$ cat src/hw/rtl/assert_macros.svh
// Concurrent assertion helpers.
`ifndef ASSERT_MACROS_SVH
`define ASSERT_MACROS_SVH

// Check a property on the rising edge of a given clock, off while reset is low.
`define ASSERT_RST(lbl, clk, rst_n, prop, msg) \
  lbl: assert property (@(posedge clk) disable iff (!(rst_n)) (prop)) else $error(msg);

// Check a property on the default clock and reset of the module.
`define ASSERT_DEF(lbl, prop, msg) `ASSERT_RST(lbl, clk_i, rst_ni, prop, msg)

`endif

$ cat src/hw/rtl/imm_pkg.sv
package imm_pkg;

  localparam int unsigned MAX_DIM_DEF   = 8;
  localparam int unsigned ELEM_BITS_DEF = 16;

  localparam int unsigned ELEM_W    = 16;
  localparam int unsigned PROD_W    = 35;
  localparam int unsigned IDX_W     = 3;
  localparam int unsigned CFG_W     = 4;
  localparam int unsigned CFG_IDX_W = 2;

  localparam logic [CFG_IDX_W-1:0] REG_ROWS_A = 2'd0;
  localparam logic [CFG_IDX_W-1:0] REG_COLS_A = 2'd1;
  localparam logic [CFG_IDX_W-1:0] REG_ROWS_B = 2'd2;
  localparam logic [CFG_IDX_W-1:0] REG_COLS_B = 2'd3;

  localparam logic OP_LOAD_A = 1'b0;
  localparam logic OP_LOAD_B = 1'b1;

  typedef struct packed {
    logic                     opcode;
    logic signed [ELEM_W-1:0] element;
  } in_word_t;

  typedef struct packed {
    logic signed [PROD_W-1:0] product;
    logic [IDX_W-1:0]         out_row;
    logic [IDX_W-1:0]         out_col;
    logic                     size_error;
    logic                     last;
  } out_word_t;

endpackage

$ cat src/hw/rtl/imm_ram.sv
module imm_ram #(
  parameter int unsigned WIDTH = 16,
  parameter int unsigned DEPTH = 64
) (
  input  logic                     clk_i,
  input  logic                     we_i,
  input  logic [$clog2(DEPTH)-1:0] waddr_i,
  input  logic [WIDTH-1:0]         wdata_i,
  input  logic                     re_i,
  input  logic [$clog2(DEPTH)-1:0] raddr_i,
  output logic [WIDTH-1:0]         rdata_o
);

  logic [WIDTH-1:0] mem_q [DEPTH];
  logic [WIDTH-1:0] rdata_q;

  always_ff @(posedge clk_i) begin
    if (we_i) begin
      mem_q[waddr_i] <= wdata_i;
    end
    if (re_i) begin
      rdata_q <= mem_q[raddr_i];
    end
  end

  assign rdata_o = rdata_q;

endmodule

$ cat src/hw/rtl/integer_matrix_multiply_top.sv
// Loading: one word per cycle while idle; results of a run start after the
// last B word. Pass: each multiply-accumulate term goes through the RAM read,
// multiply and add states, and each result through the emit state. Input
// stalls during the pass. Reset clears the load counters and control, sets
// the size registers to 1; the element RAMs hold no reset value, and the user
// must write elements before a pass reads them; the block doesn't enforce it.
`include "assert_macros.svh"

module integer_matrix_multiply_top #(
  parameter int unsigned MAX_DIM   = imm_pkg::MAX_DIM_DEF,
  parameter int unsigned ELEM_BITS = imm_pkg::ELEM_BITS_DEF
) (
  input  logic                           clk_i,
  input  logic                           rst_ni,
  input  logic                           in_valid_i,
  output logic                           in_ready_o,
  input  imm_pkg::in_word_t              in_data_i,
  output logic                           out_valid_o,
  input  logic                           out_ready_i,
  output imm_pkg::out_word_t             out_data_o,
  input  logic                           cfg_valid_i,
  output logic                           cfg_ready_o,
  input  logic [imm_pkg::CFG_IDX_W-1:0]  cfg_index_i,
  input  logic [imm_pkg::CFG_W-1:0]      cfg_data_i
);

  localparam int unsigned DEPTH = MAX_DIM * MAX_DIM;
  localparam int unsigned AW    = $clog2(DEPTH);
  localparam int unsigned CW    = $clog2(DEPTH + 1);
  localparam int unsigned DW    = $clog2(MAX_DIM + 1);
  localparam int unsigned EB    = ELEM_BITS;
  localparam int unsigned PW    = imm_pkg::PROD_W;
  localparam int unsigned IW    = imm_pkg::IDX_W;

  typedef enum logic [4:0] {
    S_IDLE = 5'b00001,
    S_READ = 5'b00010,
    S_MUL  = 5'b00100,
    S_ACC  = 5'b01000,
    S_EMIT = 5'b10000
  } state_e;

  function automatic logic [DW-1:0] clamp_dim(input logic [imm_pkg::CFG_W-1:0] d);
    if (d == '0) begin
      return DW'(1);
    end else if ({1'b0, d} > 5'(MAX_DIM)) begin
      return DW'(MAX_DIM);
    end else begin
      return DW'(d);
    end
  endfunction

  state_e                   state_q, state_d;
  logic [imm_pkg::CFG_W-1:0] rows_a_q, cols_a_q, rows_b_q, cols_b_q;
  logic [CW-1:0]            count_a_q, count_a_d, count_b_q, count_b_d, count_b_nx;
  logic [DW-1:0]            r_q, r_d, c_q, c_d, j_q, j_d;
  logic [AW-1:0]            a_row_q, a_row_d, b_addr_q, b_addr_d;
  logic signed [2*EB-1:0]   prod_q;
  logic signed [PW-1:0]     acc_q, acc_d;
  logic                     err_q, err_d;
  logic                     out_valid_q, out_valid_d;
  imm_pkg::out_word_t       out_q;

  logic [DW-1:0]            dim_ra, dim_ca, dim_rb, dim_cb;
  logic [CW-1:0]            num_a, num_b;
  logic [EB-1:0]            elem_st;
  logic                     in_acc, we_a, we_b, start_w, emit_fire, last_w, rd_en;
  logic [AW-1:0]            raddr_a;
  logic [EB-1:0]            rd_a, rd_b;

  assign dim_ra = clamp_dim(rows_a_q);
  assign dim_ca = clamp_dim(cols_a_q);
  assign dim_rb = clamp_dim(rows_b_q);
  assign dim_cb = clamp_dim(cols_b_q);
  assign num_a  = CW'(dim_ra) * CW'(dim_ca);
  assign num_b  = CW'(dim_rb) * CW'(dim_cb);

  assign elem_st    = EB'($unsigned(in_data_i.element));
  assign in_ready_o = (state_q == S_IDLE);
  assign in_acc     = in_valid_i && in_ready_o;
  assign cfg_ready_o = 1'b1;

  assign we_a = in_acc && (in_data_i.opcode == imm_pkg::OP_LOAD_A) && (count_a_q < num_a);
  assign we_b = in_acc && (in_data_i.opcode == imm_pkg::OP_LOAD_B) && (count_b_q < num_b);
  assign count_b_nx = we_b ? CW'(count_b_q + 1'b1) : count_b_q;
  assign start_w = in_acc && (in_data_i.opcode == imm_pkg::OP_LOAD_B) && (count_b_nx >= num_b);

  assign rd_en     = (state_q == S_READ);
  assign raddr_a   = a_row_q + AW'(j_q);
  assign emit_fire = (state_q == S_EMIT) && (!out_valid_q || out_ready_i);
  assign last_w    = err_q || ((DW'(r_q + 1'b1) == dim_ra) && (DW'(c_q + 1'b1) == dim_cb));

  imm_ram #(.WIDTH(EB), .DEPTH(DEPTH)) u_store_a (
    .clk_i   (clk_i),
    .we_i    (we_a),
    .waddr_i (AW'(count_a_q)),
    .wdata_i (elem_st),
    .re_i    (rd_en),
    .raddr_i (raddr_a),
    .rdata_o (rd_a)
  );

  imm_ram #(.WIDTH(EB), .DEPTH(DEPTH)) u_store_b (
    .clk_i   (clk_i),
    .we_i    (we_b),
    .waddr_i (AW'(count_b_q)),
    .wdata_i (elem_st),
    .re_i    (rd_en),
    .raddr_i (b_addr_q),
    .rdata_o (rd_b)
  );

  always_comb begin
    state_d   = state_q;
    count_a_d = count_a_q;
    count_b_d = count_b_q;
    r_d       = r_q;
    c_d       = c_q;
    j_d       = j_q;
    a_row_d   = a_row_q;
    b_addr_d  = b_addr_q;
    acc_d     = acc_q;
    err_d     = err_q;
    case (state_q)
      S_IDLE: begin
        if (we_a) begin
          count_a_d = CW'(count_a_q + 1'b1);
        end
        if (in_acc && (in_data_i.opcode == imm_pkg::OP_LOAD_B)) begin
          count_b_d = count_b_nx;
        end
        if (start_w) begin
          count_a_d = '0;
          count_b_d = '0;
          r_d       = '0;
          c_d       = '0;
          j_d       = '0;
          a_row_d   = '0;
          b_addr_d  = '0;
          acc_d     = '0;
          err_d     = (dim_ca != dim_rb);
          state_d   = (dim_ca != dim_rb) ? S_EMIT : S_READ;
        end
      end
      S_READ: begin
        state_d = S_MUL;
      end
      S_MUL: begin
        state_d = S_ACC;
      end
      S_ACC: begin
        acc_d = acc_q + PW'(prod_q);
        if (DW'(j_q + 1'b1) == dim_ca) begin
          state_d = S_EMIT;
        end else begin
          j_d      = DW'(j_q + 1'b1);
          b_addr_d = b_addr_q + AW'(dim_cb);
          state_d  = S_READ;
        end
      end
      S_EMIT: begin
        if (emit_fire) begin
          if (last_w) begin
            state_d = S_IDLE;
          end else begin
            if (DW'(c_q + 1'b1) == dim_cb) begin
              c_d      = '0;
              r_d      = DW'(r_q + 1'b1);
              a_row_d  = a_row_q + AW'(dim_ca);
              b_addr_d = '0;
            end else begin
              c_d      = DW'(c_q + 1'b1);
              b_addr_d = AW'(DW'(c_q + 1'b1));
            end
            j_d     = '0;
            acc_d   = '0;
            state_d = S_READ;
          end
        end
      end
      default: begin
        state_d = S_IDLE;
      end
    endcase
  end

  always_comb begin
    out_valid_d = out_valid_q;
    if (emit_fire) begin
      out_valid_d = 1'b1;
    end else if (out_ready_i) begin
      out_valid_d = 1'b0;
    end
  end

  always_ff @(posedge clk_i or negedge rst_ni) begin
    if (!rst_ni) begin
      state_q     <= S_IDLE;
      rows_a_q    <= imm_pkg::CFG_W'(1);
      cols_a_q    <= imm_pkg::CFG_W'(1);
      rows_b_q    <= imm_pkg::CFG_W'(1);
      cols_b_q    <= imm_pkg::CFG_W'(1);
      count_a_q   <= '0;
      count_b_q   <= '0;
      err_q       <= 1'b0;
      out_valid_q <= 1'b0;
    end else begin
      state_q     <= state_d;
      count_a_q   <= count_a_d;
      count_b_q   <= count_b_d;
      err_q       <= err_d;
      out_valid_q <= out_valid_d;
      if (cfg_valid_i && cfg_ready_o) begin
        case (cfg_index_i)
          imm_pkg::REG_ROWS_A: rows_a_q <= cfg_data_i;
          imm_pkg::REG_COLS_A: cols_a_q <= cfg_data_i;
          imm_pkg::REG_ROWS_B: rows_b_q <= cfg_data_i;
          imm_pkg::REG_COLS_B: cols_b_q <= cfg_data_i;
          default: begin
          end
        endcase
      end
    end
  end

  always_ff @(posedge clk_i) begin
    r_q      <= r_d;
    c_q      <= c_d;
    j_q      <= j_d;
    a_row_q  <= a_row_d;
    b_addr_q <= b_addr_d;
    acc_q    <= acc_d;
    if (state_q == S_MUL) begin
      prod_q <= $signed(rd_a) * $signed(rd_b);
    end
    if (emit_fire) begin
      out_q.product    <= err_q ? '0 : acc_q;
      out_q.out_row    <= err_q ? '0 : IW'(r_q);
      out_q.out_col    <= err_q ? '0 : IW'(c_q);
      out_q.size_error <= err_q;
      out_q.last       <= last_w;
    end
  end

  assign out_valid_o = out_valid_q;
  assign out_data_o  = out_q;

  `ASSERT_DEF(a_start_stalls_input, start_w |=> !in_ready_o, "input not stalled after run start")
  `ASSERT_DEF(a_last_frees_input, (emit_fire && last_w) |=> in_ready_o, "input not freed after last word")
  `ASSERT_DEF(a_error_word_shape, (out_valid_o && out_data_o.size_error) |-> (out_data_o.last && (out_data_o.product == '0)), "error word malformed")

endmodule
$ cat config.mk
export PLATFORM = sky130hd
export DESIGN_NAME = integer_matrix_multiply_top
export DESIGN_NICKNAME = d
export VERILOG_FILES = /design/src/hw/rtl/imm_pkg.sv /design/src/hw/rtl/imm_ram.sv /design/src/hw/rtl/integer_matrix_multiply_top.sv
export VERILOG_INCLUDE_DIRS = /design/src /design/src/hw/rtl
export SDC_FILE = /design/constraint.sdc
export NUM_CORES = 2
export LEC_CHECK = 0
export BUFFER_PORTS_ARGS = -buffer_cell sky130_fd_sc_hd__buf_2
export CORE_UTILIZATION = 55
export DETAILED_ROUTE_END_ITERATION = 6
export PLACE_DENSITY = 0.71
export SLEW_MARGIN = 20
export SYNTH_ARGS = -nofsm -noshare
export SYNTH_HDL_FRONTEND = slang
export SYNTH_SLANG_ARGS = --single-unit
$ cat constraint.sdc
create_clock -name clk_i -period 8.15 [get_ports clk_i]
set_input_delay 1.63 -clock clk_i [delete_from_list [all_inputs] [get_ports clk_i]]
set_output_delay 1.63 -clock clk_i [all_outputs]
set_load 0.01 [all_outputs]
==> results.sh <==
export IMPL_run_status="finished, final reports clean"
export IMPL_clock_transition_time_at_the_flip_flop_clock_pins_of_the_worst_setup_and_hold_paths_ns=0.06
export IMPL_die_height_um=426
export IMPL_post_synth_cell_area_avg_um2=19.4
export IMPL_clockRootBuffer="clkbuf_16"
export IMPL_worst_clock_skew_ns=0.0456
export IMPL_worst_hold_path_num_cells=1
export IMPL_grt_max_degree=129
export IMPL_layout_common_cells="edfxtp_1, mux4_2, inv_1, fa_1, nor2_1"
export IMPL_start_kind="flip-flop"
export IMPL_initial_utilization=0.554
export IMPL_cts_hold_repair_buffers=0
export IMPL_clock_tree_htree_level_count=4
export IMPL_num_clock_sinks=2251
export IMPL_routed_via_count=48800
export IMPL_power_density_mw_per_mm2=383
export IMPL_grt_pass1_vias=48900
export IMPL_floorplan_die_area_mm2=0.181
export IMPL_antenna_violations_before_repair=18
export IMPL_worst_slew_margin_rel=0.224
export IMPL_core_rowCount=155
export IMPL_design_portCount=74
export IMPL_detail_route_vias_per_cell=6.21
export IMPL_placed_cell_area_mm2=0.103
export IMPL_final_hold_violation_count=0
export IMPL_post_dp_hpwl_um=138000
export IMPL_post_route_min_period_ns=7.38
export IMPL_maxSlewViolCount=0
export IMPL_groute_usage_overall=0.252
export IMPL_fin_tns_setup_ns=0
export IMPL_worst_min_path_class="reg2reg"
export IMPL_postCtsSetupRepairBufs=0
export IMPL_cells_after_synth=5087
export IMPL_required_ns=8.60
export IMPL_clock_latency_on_the_worst_skew_pair_ns=0.86
export IMPL_final_gp_congestion=0.893
export IMPL_numCtsBuffers=211
export IMPL_final_layout_size_suffix_gt1_frac=0.230
export IMPL_worst_setup_path_end_kind="flip-flop"
export IMPL_worstPathArrival_ns=7.83
export IMPL_timing_worst_setup_path_type="reg2reg"
export IMPL_synth_nets=5557
export IMPL_synth_warnings=0
export IMPL_async_flop_share=0.0164
export IMPL_nets=5781
export IMPL_dp_worst_setup_slack_ns=0.847
export IMPL_ys_types=73
export IMPL_drc=0
export IMPL_most_common_library_cell_in_the_layout_ignoring_fill_and_taps="edfxtp_1"
export IMPL_synth_seq_area_share=0.682
export IMPL_synth_seq_cells=2251
export IMPL_finalInstanceArea_mm2=0.109
export IMPL_postRouteAntennaNets=0
export IMPL_portBuffers=72
export IMPL_grt_remaining_overflow=0
export IMPL_synth_enable_flop_cells=2214
export IMPL_area_growth_pct=10.7
export IMPL_route_final_wire_length_um=224000
export IMPL_setup_repair_after_global_routing_missed_its_margin="false"
export IMPL_cap_viol_max_count=0
export IMPL_min_period_over_period=0.905
export IMPL_timing_worst_slew_pin_value_ns=1.16
export IMPL_leakage_nw=36.5
export IMPL_wire_length_of_the_first_global_routing_pass_um=331000
export IMPL_stdcell_count=7853
export IMPL_placeableCoreArea_mm2=0.178
export IMPL_avgRoutedWirePerCell_um=28.5
export IMPL_cts_resized_gates=0
export IMPL_maximum_fanout_count_along_the_critical_path=17
export IMPL_detail_route_first_pass_iterations=6
export IMPL_tritoncts="built"
export IMPL_setup_viol=0
export IMPL_post_route_util=0.613
export IMPL_r2r_cells=26
export IMPL_most_common_flop_cell_mapped_by_yosys="edfxtp_1"
export IMPL_first_iter_violations=5883
export IMPL_mappedNetlistArea_mm2=0.0988
export IMPL_maxClockFrequency_mhz=136
export IMPL_dpl_cell_count=7452
export IMPL_clk_buf_depth=3
export IMPL_die_width_um=426
export IMPL_finalWorstSetupSlack_ns=0.775
export IMPL_power_ir_vdd_worst_v=0.000470
## cell type report
class | count | area [µm²]
diodes | 10 | 25.0
well taps | 2355 | 2950
inverters | 328 | 1230
repair buffers | 230 | 1730
clock inverters | 120 | 962
multi-input cells | 2289 | 29500
clock buffers | 270 | 5550
fillers | 12300 | 69100
flip-flops and latches | 2251 | 67400
## flip-flops by register name, indices dropped and copies added, names as in the netlist, 7 cells and up
register           flops
acc_q                 35
out_data_o            43
count_b_q              7
count_a_q              7
prod_q                32
u_store_a.rdata_o     16
u_store_a.mem_q     1024
u_store_b.mem_q     1024
u_store_b.rdata_o     16
## Yosys cell counts, drive strengths merged, types with 3 or more instances
cell type	n	area, µm²
buf	66	287
a21boi	6	45.0
o211ai	6	45.0
nor4	3	18.8
nand3b	6	45.0
nor2b	63	394
a21o	30	225
o22ai	8	50.1
clkbuf	153	574
nor3	32	165
a211o	4	35.0
o21ai	46	230
nor3b	3	22.5
mux2i	4	40.0
inv	328	1230
mux4	669	15100
and3b	3	26.3
a21oi	77	389
dfstp	5	131
o21a	11	82.6
and3	13	81.3
a31oi	9	56.3
xnor2	72	631
nand4	6	37.5
or3	14	87.6
xor2	38	333
or2	4	25.0
o31ai	7	52.6
ha	168	2100
nand2	213	800
fa	274	5490
a211oi	17	140
dfrtp	32	801
edfxtp	2214	66500
o21bai	9	67.6
nor2	248	933
nand2b	27	169
nand3	34	170
and2	111	694
mux2	18	203
## report_power, final
group	internal, mW	leakage [nW]	switching (mW)
Combinational	8.46	13.0	10.2
Clock	5.11	3.17	4.20
Sequential	13.6	20.4	0.318
Total	27.2	36.5	14.7
## cell families after synthesis
kind of cell,synth area share
simple gates,0.0380
xor+xnor,0.00975
compound gates,0.0169
flops,0.682
buf+inv,0.0212
fa+ha+maj,0.0768
other cells,0.0000380
mux,0.155
## metal layers
layer | GRT usage | vias up | share of wire
li1 | - | 20400 | -
met1 | 0.384 | 25800 | 0.42
met2 | 0.389 | 2276 | 0.47
met3 | 0.0418 | 297 | 0.091
met4 | 0.0560 | 2 | 0.019
met5 | 0 | - | 0.000076
## path summary, 6_finish.rpt
kind | startpoint | endpoint | slack, ns
worst min register to register | cols_a_q[3]$_DFFE_PN0P_ | cols_a_q[3]$_DFFE_PN0P_ | 0.53
worst min-delay path | cols_a_q[3]$_DFFE_PN0P_ | cols_a_q[3]$_DFFE_PN0P_ | 0.53
worst max register to register | cols_b_q[3]$_DFFE_PN0P_ | a_row_q[5]$_SDFFCE_PN0P_ | 0.77
max in group asynchronous | rst_ni | state_q[3]$_DFFE_PN0P_ | 6.78
worst max-delay path | cols_b_q[3]$_DFFE_PN0P_ | a_row_q[5]$_SDFFCE_PN0P_ | 0.77
min in group asynchronous | rst_ni | count_b_q[0]$_DFFE_PN0P_ | 0.91
## stage by stage
stage / hold slack [ns] / power, mW
after floorplan: 0.484 / 27.4
after global placement: 0.505 / 32.6
final: 0.531 / 41.9
after global routing: 0.553 / 44.3
after CTS: 0.532 / 42.2
after detailed placement: 0.517 / 32.9
## worst max-delay path: stages, from the launching register on
cell      delay [ns]
dfrtp_1         0.53
nor2b_1         0.50
nand3b_1        0.19
fa_1            0.55
inv_1           0.05
fa_1            0.48
fa_1            0.43
xnor2_1         0.20
ha_1            0.30
o21a_1          0.12
a21oi_1         0.06
a211o_1         0.31
o221ai_1        0.21
nand2_1         0.16
and2_1          0.22
xor2_1          0.16
ha_1            0.31
nand2_1         0.05
o21ai_0         0.19
a31oi_1         0.16
nor2_1          0.25
o31ai_1         0.11
a21oi_1         0.16
a32o_1          0.25
buf_4           0.32
a21oi_1         0.08
nor2_1          0.61
Power figures use the tool's default switching activity.
